$ cat src/rtl/core/ezrp_pkg.sv
// ezrp_pkg: shared constants, codes and types of the edge zone record parser
// used by every module under rtl/core; no dependencies
`timescale 1ns / 1ps
`default_nettype none

package ezrp_pkg;

   localparam int ELEVATIONS  = 3;
   localparam int ELEV_W      = 4;
   localparam int WORD_W      = 32;
   localparam int QUEUE_DEPTH = 4;
   localparam int QPTR_W      = 2;
   localparam int CSR_ADDR_W  = 3;
   localparam int RSP_DATA_W  = 144;

   localparam logic [WORD_W-1:0] MAGIC_RESET = 32'h4544_4745;

   // register index, taken from paddr[2]
   localparam logic REG_MAGIC = 1'b0;

   localparam logic [1:0] KIND_ZONE   = 2'd0;
   localparam logic [1:0] KIND_SQUARE = 2'd1;
   localparam logic [1:0] KIND_END    = 2'd2;

   localparam logic [2:0] STATUS_OK           = 3'd0;
   localparam logic [2:0] STATUS_BAD_MAGIC    = 3'd1;
   localparam logic [2:0] STATUS_BAD_VERSION  = 3'd2;
   localparam logic [2:0] STATUS_RESERVED     = 3'd3;
   localparam logic [2:0] STATUS_SHORT_HEADER = 3'd4;
   localparam logic [2:0] STATUS_SHORT_SQUARE = 3'd5;
   localparam logic [2:0] STATUS_SHORT_ZONE   = 3'd6;
   localparam logic [2:0] STATUS_SHORT_IND    = 3'd7;

   localparam logic [1:0] VERSION_NONE = 2'd0;
   localparam logic [1:0] VERSION_ONE  = 2'd1;
   localparam logic [1:0] VERSION_TWO  = 2'd2;

   // classified word as it travels from front to back
   typedef struct packed {
      logic              is_end;
      logic [WORD_W-1:0] word;
      logic              is_magic;
      logic              is_v1;
      logic              is_v2;
      logic              is_zero;
      logic [3:0]        clip;
   } entry_type;

   typedef struct packed {
      logic [1:0]        kind;
      logic [ELEV_W-1:0] elevation;
      logic [WORD_W-1:0] rect_left;
      logic [WORD_W-1:0] rect_top;
      logic [WORD_W-1:0] rect_right;
      logic [WORD_W-1:0] rect_bottom;
      logic [3:0]        clip_sides;
      logic [1:0]        file_version;
      logic [2:0]        status;
   } record_type;

endpackage

`default_nettype wire

$ cat src/rtl/core/ezrp_front.sv
// ezrp_front: classifies each incoming word (magic, version, zero, clip bits)
// depends on ezrp_pkg
`timescale 1ns / 1ps
`default_nettype none

module ezrp_front import ezrp_pkg::*; (
   input  wire logic              command,
   input  wire logic [WORD_W-1:0] word,
   input  wire logic [WORD_W-1:0] magic,
   output entry_type              entry
);

   always_comb begin
      entry.is_end   = command;
      entry.word     = word;
      entry.is_magic = (word == magic);
      entry.is_v1    = (word == 32'd1);
      entry.is_v2    = (word == 32'd2);
      entry.is_zero  = (word == 32'd0);
      entry.clip     = {word[24], word[16], word[8], word[0]};
   end

endmodule

`default_nettype wire

$ cat src/rtl/core/ezrp_queue.sv
// ezrp_queue: short flip-flop queue between front and back
// depends on ezrp_pkg
`timescale 1ns / 1ps
`default_nettype none

module ezrp_queue import ezrp_pkg::*; (
   input  wire logic       clock,
   input  wire logic       reset,
   input  wire logic       push,
   input  wire entry_type  push_entry,
   output logic            push_ready,
   input  wire logic       pop,
   output entry_type       head_entry,
   output logic            head_valid
);

   entry_type         slot_ff [QUEUE_DEPTH];
   logic [QPTR_W-1:0] wr_ptr_ff, wr_ptr_in;
   logic [QPTR_W-1:0] rd_ptr_ff, rd_ptr_in;
   logic [QPTR_W:0]   count_ff, count_in;
   logic              do_push, do_pop;

   assign push_ready = (count_ff != (QPTR_W+1)'(QUEUE_DEPTH));
   assign head_valid = (count_ff != '0);
   assign head_entry = slot_ff[rd_ptr_ff];
   assign do_push    = push && push_ready;
   assign do_pop     = pop && head_valid;

   always_comb begin
      wr_ptr_in = do_push ? wr_ptr_ff + 1'b1 : wr_ptr_ff;
      rd_ptr_in = do_pop ? rd_ptr_ff + 1'b1 : rd_ptr_ff;
      count_in  = count_ff;
      if (do_push && !do_pop) begin
         count_in = count_ff + 1'b1;
      end else if (!do_push && do_pop) begin
         count_in = count_ff - 1'b1;
      end
   end

   always_ff @(posedge clock) begin
      if (reset) begin
         wr_ptr_ff <= '0;
         rd_ptr_ff <= '0;
         count_ff  <= '0;
      end else begin
         wr_ptr_ff <= wr_ptr_in;
         rd_ptr_ff <= rd_ptr_in;
         count_ff  <= count_in;
      end
   end

   always_ff @(posedge clock) begin
      if (do_push) begin
         slot_ff[wr_ptr_ff] <= push_entry;
      end
   end

endmodule

`default_nettype wire

$ cat src/rtl/core/ezrp_back.sv
// ezrp_back: parse state machine over classified words and the result register
// depends on ezrp_pkg
`timescale 1ns / 1ps
`default_nettype none

module ezrp_back import ezrp_pkg::*; (
   input  wire logic       clock,
   input  wire logic       reset,
   input  wire logic       head_valid,
   input  wire entry_type  head_entry,
   output logic            pop,
   output logic            rsp_valid,
   input  wire logic       rsp_ready,
   output record_type      rsp_record
);

   localparam logic [2:0] PH_HEADER = 3'd0;
   localparam logic [2:0] PH_SQUARE = 3'd1;
   localparam logic [2:0] PH_ZONE   = 3'd2;
   localparam logic [2:0] PH_IND    = 3'd3;
   localparam logic [2:0] PH_DONE   = 3'd4;

   localparam logic [ELEV_W-1:0] LAST_ELEV = ELEV_W'(ELEVATIONS - 1);

   typedef struct packed {
      logic [2:0]        phase;
      logic [ELEV_W-1:0] elev;
   } enter_type;

   logic [2:0]        phase_ff, phase_in;
   logic [2:0]        pos_ff, pos_in;
   logic [ELEV_W-1:0] elev_ff, elev_in;
   logic [WORD_W-1:0] ind_ff, ind_in;
   logic              v2_ff, v2_in;
   logic              fin_ff, fin_in;
   logic [WORD_W-1:0] rect_ff [4];
   logic [WORD_W-1:0] rect_in [4];
   logic              rsp_valid_ff, rsp_valid_in;
   record_type        rsp_rec_ff, rsp_rec_in;
   record_type        rec;
   logic              emit;
   logic              elev_match;
   logic              ind_match;
   logic [ELEV_W:0]   next_start;
   entry_type         e;
   enter_type         ent;

   // first elevation at or after start that is walked
   function automatic enter_type enter_fn(input logic [ELEV_W:0] start, input logic v2,
                                          input logic [WORD_W-1:0] ind);
      enter_type r;
      r.phase = PH_DONE;
      r.elev  = LAST_ELEV;
      if (v2) begin
         if (start < (ELEV_W+1)'(ELEVATIONS)) begin
            r.phase = PH_SQUARE;
            r.elev  = start[ELEV_W-1:0];
         end
      end else if (ind < WORD_W'(ELEVATIONS) && ind >= WORD_W'(start)) begin
         r.phase = PH_ZONE;
         r.elev  = ind[ELEV_W-1:0];
      end
      return r;
   endfunction

   assign e          = head_entry;
   assign pop        = head_valid && (!rsp_valid_ff || rsp_ready);
   assign rsp_valid  = rsp_valid_ff;
   assign rsp_record = rsp_rec_ff;
   assign next_start = {1'b0, elev_ff} + 1'b1;
   assign elev_match = (ind_ff == WORD_W'(elev_ff));
   assign ind_match  = (e.word == WORD_W'(elev_ff));

   always_comb begin
      phase_in = phase_ff;
      pos_in   = pos_ff;
      elev_in  = elev_ff;
      ind_in   = ind_ff;
      v2_in    = v2_ff;
      fin_in   = fin_ff;
      rect_in  = rect_ff;
      emit     = 1'b0;
      ent      = enter_fn('0, v2_ff, ind_ff);

      rec.kind         = KIND_END;
      rec.elevation    = elev_ff;
      rec.rect_left    = '0;
      rec.rect_top     = '0;
      rec.rect_right   = '0;
      rec.rect_bottom  = '0;
      rec.clip_sides   = '0;
      rec.file_version = (phase_ff == PH_HEADER) ? VERSION_NONE :
                         (v2_ff ? VERSION_TWO : VERSION_ONE);
      rec.status       = STATUS_OK;

      if (pop && !fin_ff) begin
         if (e.is_end) begin
            emit   = 1'b1;
            fin_in = 1'b1;
            unique case (phase_ff)
               PH_HEADER: rec.status = STATUS_SHORT_HEADER;
               PH_SQUARE: rec.status = STATUS_SHORT_SQUARE;
               PH_ZONE:   rec.status = (elev_ff == LAST_ELEV) ? STATUS_OK : STATUS_SHORT_ZONE;
               PH_IND:    rec.status = (elev_ff == LAST_ELEV) ? STATUS_OK : STATUS_SHORT_IND;
               default:   rec.status = STATUS_OK;
            endcase
         end else begin
            unique case (phase_ff)
               PH_HEADER: begin
                  if (pos_ff == 3'd0) begin
                     if (!e.is_magic) begin
                        emit       = 1'b1;
                        fin_in     = 1'b1;
                        rec.status = STATUS_BAD_MAGIC;
                     end else begin
                        pos_in = 3'd1;
                     end
                  end else if (pos_ff == 3'd1) begin
                     if (!(e.is_v1 || e.is_v2)) begin
                        emit       = 1'b1;
                        fin_in     = 1'b1;
                        rec.status = STATUS_BAD_VERSION;
                     end else begin
                        v2_in  = e.is_v2;
                        pos_in = 3'd2;
                     end
                  end else begin
                     if (!e.is_zero) begin
                        emit       = 1'b1;
                        fin_in     = 1'b1;
                        rec.status = STATUS_RESERVED;
                     end else begin
                        ent      = enter_fn('0, v2_ff, ind_ff);
                        phase_in = ent.phase;
                        elev_in  = ent.elev;
                        pos_in   = '0;
                     end
                  end
               end
               PH_SQUARE: begin
                  if (pos_ff < 3'd4) begin
                     rect_in[pos_ff[1:0]] = e.word;
                     pos_in               = pos_ff + 1'b1;
                  end else begin
                     emit            = 1'b1;
                     rec.kind        = KIND_SQUARE;
                     rec.rect_left   = rect_ff[0];
                     rec.rect_top    = rect_ff[1];
                     rec.rect_right  = rect_ff[2];
                     rec.rect_bottom = rect_ff[3];
                     rec.clip_sides  = e.clip;
                     pos_in          = '0;
                     if (elev_match) begin
                        phase_in = PH_ZONE;
                     end else begin
                        ent      = enter_fn(next_start, v2_ff, ind_ff);
                        phase_in = ent.phase;
                        elev_in  = ent.elev;
                     end
                  end
               end
               PH_ZONE: begin
                  rect_in[pos_ff[1:0]] = e.word;
                  if (pos_ff < 3'd3) begin
                     pos_in = pos_ff + 1'b1;
                  end else begin
                     emit            = 1'b1;
                     rec.kind        = KIND_ZONE;
                     rec.rect_left   = rect_ff[0];
                     rec.rect_top    = rect_ff[1];
                     rec.rect_right  = rect_ff[2];
                     rec.rect_bottom = e.word;
                     phase_in        = PH_IND;
                     pos_in          = '0;
                  end
               end
               PH_IND: begin
                  ind_in = e.word;
                  pos_in = '0;
                  if (ind_match) begin
                     phase_in = PH_ZONE;
                  end else begin
                     ent      = enter_fn(next_start, v2_ff, e.word);
                     phase_in = ent.phase;
                     elev_in  = ent.elev;
                  end
               end
               default: begin
               end
            endcase
         end
      end

      rsp_rec_in = rsp_rec_ff;
      if (emit) begin
         rsp_valid_in = 1'b1;
         rsp_rec_in   = rec;
      end else if (rsp_ready) begin
         rsp_valid_in = 1'b0;
      end else begin
         rsp_valid_in = rsp_valid_ff;
      end
   end

   always_ff @(posedge clock) begin
      if (reset) begin
         phase_ff     <= PH_HEADER;
         pos_ff       <= '0;
         elev_ff      <= '0;
         ind_ff       <= '0;
         v2_ff        <= 1'b0;
         fin_ff       <= 1'b0;
         rsp_valid_ff <= 1'b0;
      end else begin
         phase_ff     <= phase_in;
         pos_ff       <= pos_in;
         elev_ff      <= elev_in;
         ind_ff       <= ind_in;
         v2_ff        <= v2_in;
         fin_ff       <= fin_in;
         rsp_valid_ff <= rsp_valid_in;
      end
   end

   always_ff @(posedge clock) begin
      rect_ff    <= rect_in;
      rsp_rec_ff <= rsp_rec_in;
   end

endmodule

`default_nettype wire

$ cat src/rtl/core/edge_zone_record_parser.sv
// edge_zone_record_parser: top level; magic register, front classifier,
// queue and back parser; depends on ezrp_pkg, ezrp_front, ezrp_queue, ezrp_back
//
// usage:
//   req channel: one 32-bit file word per transfer in req_tdata, req_tuser high
//     marks end of stream (word ignored); words are big-endian file words
//   rsp channel: one record per transfer; rsp_tuser is the kind (zone, square,
//     end); the end record carries the status and closes the parse
//   csr port: magic word register at byte address 0, written in the access
//     cycle of a write, readable at any time; pready is tied high
//   path: the word that completes a record is written into the queue, and the
//     record is then held in the output register that drives rsp_tvalid
//   throughput: one word per cycle, set by the parse step in the back end, as
//     long as no record waits on a low rsp_tready; while one waits the
//     four-entry queue fills up to its four entries, then req_tready drops
//   reset: synchronous; clears the queue, the output register and the parse
//     state, and loads the magic register with ASCII EDGE
//   after the end record every word is taken and dropped until reset
`timescale 1ns / 1ps
`default_nettype none

module edge_zone_record_parser import ezrp_pkg::*; (
   input  wire logic                  clock,
   input  wire logic                  reset,
   // req_tdata: word[31:0]
   input  wire logic [WORD_W-1:0]     req_tdata,
   // req_tuser: command[0]
   input  wire logic                  req_tuser,
   input  wire logic                  req_tvalid,
   output logic                       req_tready,
   // rsp_tdata: elevation[3:0], rect_left[35:4], rect_top[67:36],
   // rect_right[99:68], rect_bottom[131:100], clip_sides[135:132],
   // file_version[137:136], status[140:138], zero fill[143:141]
   output logic [RSP_DATA_W-1:0]      rsp_tdata,
   // rsp_tuser: kind[1:0]
   output logic [1:0]                 rsp_tuser,
   output logic                       rsp_tvalid,
   input  wire logic                  rsp_tready,
   input  wire logic                  csr_psel,
   input  wire logic                  csr_penable,
   input  wire logic                  csr_pwrite,
   input  wire logic [CSR_ADDR_W-1:0] csr_paddr,
   input  wire logic [31:0]           csr_pwdata,
   output logic [31:0]                csr_prdata,
   output logic                       csr_pready
);

   logic [WORD_W-1:0] magic_ff, magic_in;
   entry_type         front_entry;
   entry_type         head_entry;
   logic              head_valid;
   logic              pop;
   record_type        rec;

   assign csr_pready = 1'b1;
   assign csr_prdata = (csr_paddr[2] == REG_MAGIC) ? magic_ff : 32'd0;

   always_comb begin
      magic_in = magic_ff;
      if (csr_psel && csr_penable && csr_pwrite && csr_pready &&
          csr_paddr[2] == REG_MAGIC) begin
         magic_in = csr_pwdata;
      end
   end

   always_ff @(posedge clock) begin
      if (reset) begin
         magic_ff <= MAGIC_RESET;
      end else begin
         magic_ff <= magic_in;
      end
   end

   ezrp_front u_front (
      .command (req_tuser),
      .word    (req_tdata),
      .magic   (magic_ff),
      .entry   (front_entry)
   );

   ezrp_queue u_queue (
      .clock      (clock),
      .reset      (reset),
      .push       (req_tvalid),
      .push_entry (front_entry),
      .push_ready (req_tready),
      .pop        (pop),
      .head_entry (head_entry),
      .head_valid (head_valid)
   );

   ezrp_back u_back (
      .clock      (clock),
      .reset      (reset),
      .head_valid (head_valid),
      .head_entry (head_entry),
      .pop        (pop),
      .rsp_valid  (rsp_tvalid),
      .rsp_ready  (rsp_tready),
      .rsp_record (rec)
   );

   assign rsp_tuser = rec.kind;
   assign rsp_tdata = {3'b000, rec.status, rec.file_version, rec.clip_sides,
                       rec.rect_bottom, rec.rect_right, rec.rect_top, rec.rect_left,
                       rec.elevation};

endmodule

`default_nettype wire

$ cat config.mk
export PLATFORM = sky130hd
export DESIGN_NAME = edge_zone_record_parser
export DESIGN_NICKNAME = d
export VERILOG_FILES = /design/src/rtl/core/ezrp_pkg.sv /design/src/rtl/core/ezrp_front.sv /design/src/rtl/core/ezrp_queue.sv /design/src/rtl/core/ezrp_back.sv /design/src/rtl/core/edge_zone_record_parser.sv
export SDC_FILE = /design/constraint.sdc
export NUM_CORES = 1
export LEC_CHECK = 0
export ABC_AREA = 1
export BUFFER_PORTS_ARGS = -buffer_cell sky130_fd_sc_hd__buf_4
export CORE_MARGIN = 2
export CORE_UTILIZATION = 53
export CTS_BUF_LIST = sky130_fd_sc_hd__clkbuf_16
export CTS_CLUSTER_SIZE = 24
export DETAILED_ROUTE_END_ITERATION = 10
export GPL_TIMING_DRIVEN = 0
export PLACE_DENSITY = 0.87
export RECOVER_POWER = 100
export SETUP_SLACK_MARGIN = 0.1
export SYNTH_ARGS = -nofsm -noshare
export SYNTH_HDL_FRONTEND = slang
export SYNTH_HIERARCHICAL = 1
export SYNTH_SLANG_ARGS = --single-unit
$ cat constraint.sdc
create_clock -name clock -period 11.4 [get_ports clock]
set_clock_uncertainty 0.15 [all_clocks]
set_input_delay 2.85 -clock clock [delete_from_list [all_inputs] [get_ports clock]]
set_output_delay 2.85 -clock clock [all_outputs]
set_load 0.02 [all_outputs]
==> impl_metrics.json, run 1 <==
{
  "drive_gt1_share_pct": 7.96,
  "postCtsHoldBufs": 0,
  "dpl.hpwl_um": 38900,
  "reg2reg_depth": 10,
  "synth.most_common_cell": "edfxtp_1",
  "status": "finished with violations",
  "cts_tree": "built",
  "worst_slew_pin_slew_ns": 2.90,
  "nets": 2426,
  "clock_tree.buffer_depth": 3,
  "yosys-top-cells-area": "edfxtp_1 60%, dfxtp_1 7.9%, nand2_1 6.1%",
  "syn2layout_area_growth_pct": 14.8,
  "ys_types": 35,
  "slew_headroom_pct": -94.2,
  "drc": 0,
  "crit_required_ns": 11.54,
  "ys_seq_elements": 521,
  "avgSynthCellArea_um2": 10.7,
  "fin_crit_sh_pct": 68.5,
  "grt_pass1_wl_um": 83700,
  "io_pins": 256,
  "port_buffers": 247,
  "post-place-ws_ns": 4.71,
  "intPower_uw": 3950,
  "synth_xor_area_share_pct": 0.364,
  "swShare_pct": 36.2,
  "rows": 74,
  "synth-adder-area-share_pct": 1.13,
  "fin_cells": 2907,
  "root_buffer": "clkbuf_16",
  "synthFlopType": "edfxtp_1",
  "cp-end-kind": "flop",
  "hold_path_class": "flop to flop",
  "synth_cells": 2020,
  "rsz0062_at_grt": "no",
  "timing.final.max_slew_violations": 291,
  "clkLatencyLatePin_ns": 0.59,
  "fillers": 3182,
  "die_w_um": 206,
  "timing.fmax_mhz": 128,
  "synth_largest_area_cell": "edfxtp_1",
  "crit_fanout": 30,
  "maxCapViolCount": 12,
  "synth_edf_count": 435,
  "finalSetupViolCount": 0,
  "setup_ws_ns": 3.59,
  "vias": 15904,
  "cp_data_arrival_time_ns": 7.95,
  "cts_resized": 0,
  "hold_viol": 0,
  "clock-sinks": 521,
  "place_congestion": 0.903,
  "dpl-instance-area_um2": 24500,
  "power_switching_uw": 2250,
  "grtUsageTotal_pct": 25.9,
  "ir_drop_uv": 129,
  "synth_common_cells": "435 x edfxtp_1, 352 x nand2_1, 340 x nor2_1",
  "async_reset_ff_share_pct": 0,
  "period_needed_ns": 7.81,
  "p_seq_share_pct": 45.0,
  "netlist_area_um2": 21700,
  "antenna_found_initial": 2,
  "drt_iter0_drc": 1646,
  "hold_depth": 0,
  "cts-htree-levels": 2,
  "post_cts_buffers": 0,
  "grt-ovfl-total": 0,
  "vias_per_cell": 5.47,
  "ys.warnings.count": 6,
  "clk_pin_slew_ns": 0.06,
  "grt_max_degree": 33,
  "grt_pass1_vias": 15274,
  "violations": "capacitance limit, slew limit",
  "wl_um": 55500,
  "p_leak_uw": 0.00948,
  "cts_buffers": 50,
  "synth_simple_gate_area_share_pct": 15.8,
  "startpoint_type": "primary input",
  "synth_top_family_by_area": "simple AND/OR/NAND/NOR gates",
  "ant_nets": 0,
  "design_area_um2": 24900,
  "die_area_um2": 42500,
  "powerDensity_nw_per_um2": 249,
  "synth_mux_area_share_pct": 0,
  "pwr-share-clk_pct": 26.4,
  "path_class": "primary input to flop",
  "synth_compound_area_share_pct": 6.57,
  "ys_seq_area_share_pct": 68.2,
  "start_util_pct": 53.4,
  "synth_top_area_share_pct": 60.3,
  "detail_route.wl_per_cell_um": 19.1,
  "final_util_pct": 61.3,
  "first_pass_iters": 8,
  "power_frac_comb_pct": 28.6,
  "core_region_area_um2": 40600,
  "dp.cells": 2812,
  "die_y_um": 206
}
==> layout make-up <==
| type | count | area [um2] | share of cell area, % |
|---|---|---|---|
| Inverter | 250 | 938 | 3.77 |
| Clock inverter | 44 | 372 | 1.49 |
| Clock buffer | 50 | 1250 | 5.03 |
| Antenna cell | 1 | 2.50 | 0.0101 |
| Buffer | 121 | 576 | 2.31 |
| Tap cell | 532 | 666 | 2.68 |
| Timing Repair Buffer | 258 | 1120 | 4.52 |
| Sequential cell | 521 | 14800 | 59.4 |
| Multi-Input combinational cell | 1130 | 5160 | 20.7 |
==> registers in the layout, summed over array words and instances, names as in the netlist, 3 cells and up, named ones only <==
signal             count
u_back/phase_ff        3
u_back/rect_ff       128
u_queue/count_ff       3
u_back/rsp_record    143
magic_ff              32
u_back/elev_ff         4
u_queue/slot_ff      164
u_back/ind_ff         32
u_back/pos_ff          3
==> layout by cell type (no fill, tap or decap), types with 3 or more instances in the layout <==
master / n
clkinv_2: 5
inv_1: 252
o21ai_1: 44
clkbuf_1: 302
nand3_1: 62
nand2_1: 353
nor3_1: 16
buf_2: 22
nand2_2: 6
nand4_1: 16
o21ai_0: 112
ha_1: 18
clkinv_4: 4
nor2_2: 20
inv_2: 14
a21oi_1: 54
xor2_1: 8
edfxtp_1: 435
a211oi_1: 3
nor2_1: 343
clkinv_1: 10
clkbuf_16: 50
nor3b_1: 8
buf_4: 44
a31oi_1: 3
buf_6: 8
a22o_1: 6
dfxtp_1: 86
nor2_4: 3
conb_1: 4
bufinv_16: 6
o22ai_1: 43
==> through the flow <==
stage / power [uW] / hold slack (ns) / setup TNS, ns
final: 6200 / 0.274 / 0
after global routing: 6450 / 0.294 / 0
after CTS: 6550 / 0.276 / 0
after detailed placement: 4910 / 0.262 / 0
after global placement: 4630 / 0.261 / -378.99
after floorplan: 4040 / 0.253 / 0
==> layer usage <==
| metal | vias up | share of wire (%) | GRT usage, % |
|---|---|---|---|
| met5 | - | 0 | 0 |
| met4 | 0 | 3.2 | 9.54 |
| met3 | 139 | 9.7 | 4.16 |
| met2 | 1011 | 50 | 45.8 |
| met1 | 7461 | 37 | 32.1 |
| li1 | 7293 | - | - |
==> cells by family (layout without fill, tap and decap cells) <==
group,count (synthesis),in the layout
AO/OA/AOI/OAI,266,266
XOR/XNOR,9,9
adder cells (fa/ha/maj),19,19
buffers and inverters,371,723
flip-flops,521,521
other,2,5
AND/OR/NAND/NOR,832,832
==> power groups by stage <==
stage	Clock, uW	Sequential, uW	Combinational (uW)
global route	1720	2820	1910
global placement	0	2880	1750
floorplan	0	3260	786
detailed placement	0	2820	2090
CTS	1650	2780	2110
finish	1640	2790	1770
==> critical path, stage by stage <==
cell      delay [ns]
clkbuf_4        0.10
nor2_1          0.09
nor3_1          0.42
inv_1           0.18
a31oi_1         1.32
clkbuf_1        0.88
clkbuf_1        0.86
clkbuf_1        0.93
buf_12          0.29
==> final timing paths <==
check / startpoint / slack [ns] / endpoint
max: rsp_tready / 3.59 / u_back/rsp_record[87]$_SDFFCE_PP0P_
min: u_back/elev_ff[2]$_SDFFE_PP0P_ / 0.27 / u_back/rsp_record[139]$_DFFE_PP_
max reg2reg: flop / 4.57 / u_back/rsp_record[87]$_SDFFCE_PP0P_
min reg2reg: u_back/elev_ff[2]$_SDFFE_PP0P_ / 0.27 / u_back/rsp_record[139]$_DFFE_PP_
No activity file was read; power rests on OpenSTA's default activity.
==> run 2, diff against run 1 <==
--- a/config.mk
+++ b/config.mk
@@ -8,12 +8,12 @@
 export ABC_AREA = 1
 export BUFFER_PORTS_ARGS = -buffer_cell sky130_fd_sc_hd__buf_4
 export CORE_MARGIN = 2
-export CORE_UTILIZATION = 53
+export CORE_UTILIZATION = 58
 export CTS_BUF_LIST = sky130_fd_sc_hd__clkbuf_16
 export CTS_CLUSTER_SIZE = 24
 export DETAILED_ROUTE_END_ITERATION = 10
 export GPL_TIMING_DRIVEN = 0
-export PLACE_DENSITY = 0.87
+export PLACE_DENSITY = 0.9
 export RECOVER_POWER = 100
 export SETUP_SLACK_MARGIN = 0.1
 export SYNTH_ARGS = -nofsm -noshare
==> constraint.sdc (replaced) <==
create_clock -name clock -period 7.7 [get_ports clock]
set_clock_uncertainty 0.15 [all_clocks]
set_input_delay 1.925 -clock clock [delete_from_list [all_inputs] [get_ports clock]]
set_output_delay 1.925 -clock clock [all_outputs]
set_load 0.02 [all_outputs]
==> run 2 against run 1 <==
Against the previous run: the run still ends with capacitance limit, slew limit left; register-to-register slack worse by 2.3 ns; via count is 0.85% higher; sequential share of layout area barely moved; design area is essentially flat; routed wire length shrank 0.93%; clock power grew 43%; setup slack worse by 2.0 ns; critical endpoint is now u_back/rect_ff[78]$_DFFE_PP_.
==> impl_metrics.json, run 2 (synthesis gave the netlist of run 1 again) <==
{
  "status": "finished with violations",
  "violations": "capacitance limit, slew limit",
  "final_util_pct": 67.8,
  "clock-sinks": 521,
  "grt_max_degree": 33,
  "grt-ovfl-total": 0,
  "p_leak_uw": 0.00946,
  "cp-end-kind": "flop",
  "dpl-instance-area_um2": 24400,
  "setup_ws_ns": 1.58,
  "start_util_pct": 59.0,
  "whs_ns": 0.276,
  "detail_route.wl_per_cell_um": 19.4,
  "core_region_area_um2": 36700,
  "maxCapViolCount": 11,
  "first_pass_iters": 6,
  "final_common_cell": "edfxtp_1",
  "place_congestion": 0.892,
  "clk_pin_slew_ns": 0.06,
  "drive_gt1_share_pct": 8.60,
  "cts_tree": "built",
  "path_buf_inv": 4,
  "timing.fmax_mhz": 163,
  "crit_family": "simple AND/OR/NAND/NOR gates",
  "design_area_um2": 24900,
  "postCtsHoldBufs": 0,
  "drc": 0,
  "post-place-ws_ns": 2.81,
  "vias": 16039,
  "cts_buffers": 50,
  "rows": 70,
  "path_common_cell": "nor2_1",
  "largest_register_ff_count": 164,
  "cts-htree-levels": 2,
  "finalSetupViolCount": 0,
  "grt_pass1_vias": 15409,
  "period_needed_ns": 6.12,
  "syn2layout_area_growth_pct": 14.8,
  "powerDensity_nw_per_um2": 371,
  "vias_per_cell": 5.65,
  "clkLatencyLatePin_ns": 0.57,
  "startpoint_type": "primary input",
  "io_pins": 256,
  "cp_cell_sequence": "clkbuf_4 > nor2_1 > nor3_1 > clkinv_1 > nor2_1 > inv_1 > nor2_1 > clkbuf_1 > nand2_1 > nor2_2",
  "largest_register": "u_queue/slot_ff",
  "die_y_um": 197,
  "wl_um": 55000,
  "dpl.hpwl_um": 37900,
  "antenna_cells": 0,
  "die_w_um": 197,
  "slowest_delay_ns": 1.42,
  "fin_crit_sh_pct": 79.5,
  "root_buffer": "clkbuf_16",
  "antenna_found_initial": 1,
  "layout_common_cells": "435 x edfxtp_1, 353 x nand2_1, 339 x nor2_1",
  "hold_viol": 0,
  "crit_fanout": 32,
  "nets": 2425,
  "clock_tree.buffer_depth": 3,
  "fin_cells": 2840,
  "grtUsageTotal_pct": 27.9,
  "rsz0062_at_grt": "no",
  "post_cts_buffers": 0,
  "dp.cells": 2747,
  "cts_resized": 0,
  "crit_required_ns": 7.71,
  "timing.final.max_slew_violations": 268,
  "slew_headroom_pct": -22.9,
  "ir_drop_uv": 214,
  "worst_slew_pin_slew_ns": 1.84,
  "ant_nets": 0,
  "hold_path_class": "flop to flop",
  "port_buffers": 247,
  "die_area_um2": 38900,
  "path_class": "primary input to flop",
  "cp_data_arrival_time_ns": 6.13,
  "drt_iter0_drc": 1637,
  "crit_slowest_cell": "nor2_2",
  "grt_pass1_wl_um": 84000
}
-- run 2: path summary, 6_finish.rpt --
path,from,depth (start not counted),endpoint,slack [ns]
hold reg to reg,u_back/elev_ff[2]$_SDFFE_PP0P_,0,u_back/rsp_record[139]$_DFFE_PP_,0.28
setup reg to reg,flop,11,u_back/rsp_record[125]$_SDFFCE_PP0P_,2.24
setup / recovery,rsp_tready,10,u_back/rect_ff[78]$_DFFE_PP_,1.58
hold / removal,u_back/elev_ff[2]$_SDFFE_PP0P_,0,u_back/rsp_record[139]$_DFFE_PP_,0.28
-- run 2: power breakdown --
part | switching [uW] | internal (uW) | total [uW]
registers | 220 | 3890 | 4110
logic | 2100 | 655 | 2750
clock network | 1030 | 1320 | 2350
-- run 2: final cells by class --
class | instances | area, um2
plain buffers | 121 | 578
clock buffers | 50 | 1250
clock inverters | 43 | 335
fillers | 2648 | 11800
inverters | 250 | 938
multi-input cells | 1130 | 5170
flip-flops and latches | 521 | 14800
well taps | 468 | 586
repair buffers | 257 | 1220
-- run 2: through the flow --
step | setup TNS (ns) | power [uW]
2_1_floorplan | 0 | 5900
3_5_place_dp | 0 | 7260
6_report | 0 | 9220
4_1_cts | 0 | 9640
5_1_grt | 0 | 9590
3_3_place_gp | -181.11 | 7000
-- run 2: layer usage --
layer	up-vias	global-route usage (%)	wire, um
met4	2	9.77	1950
li1	7280	-	-
met1	7559	34.8	20100
met5	-	0	8
met2	1060	49.8	27300
met3	138	4.29	5570
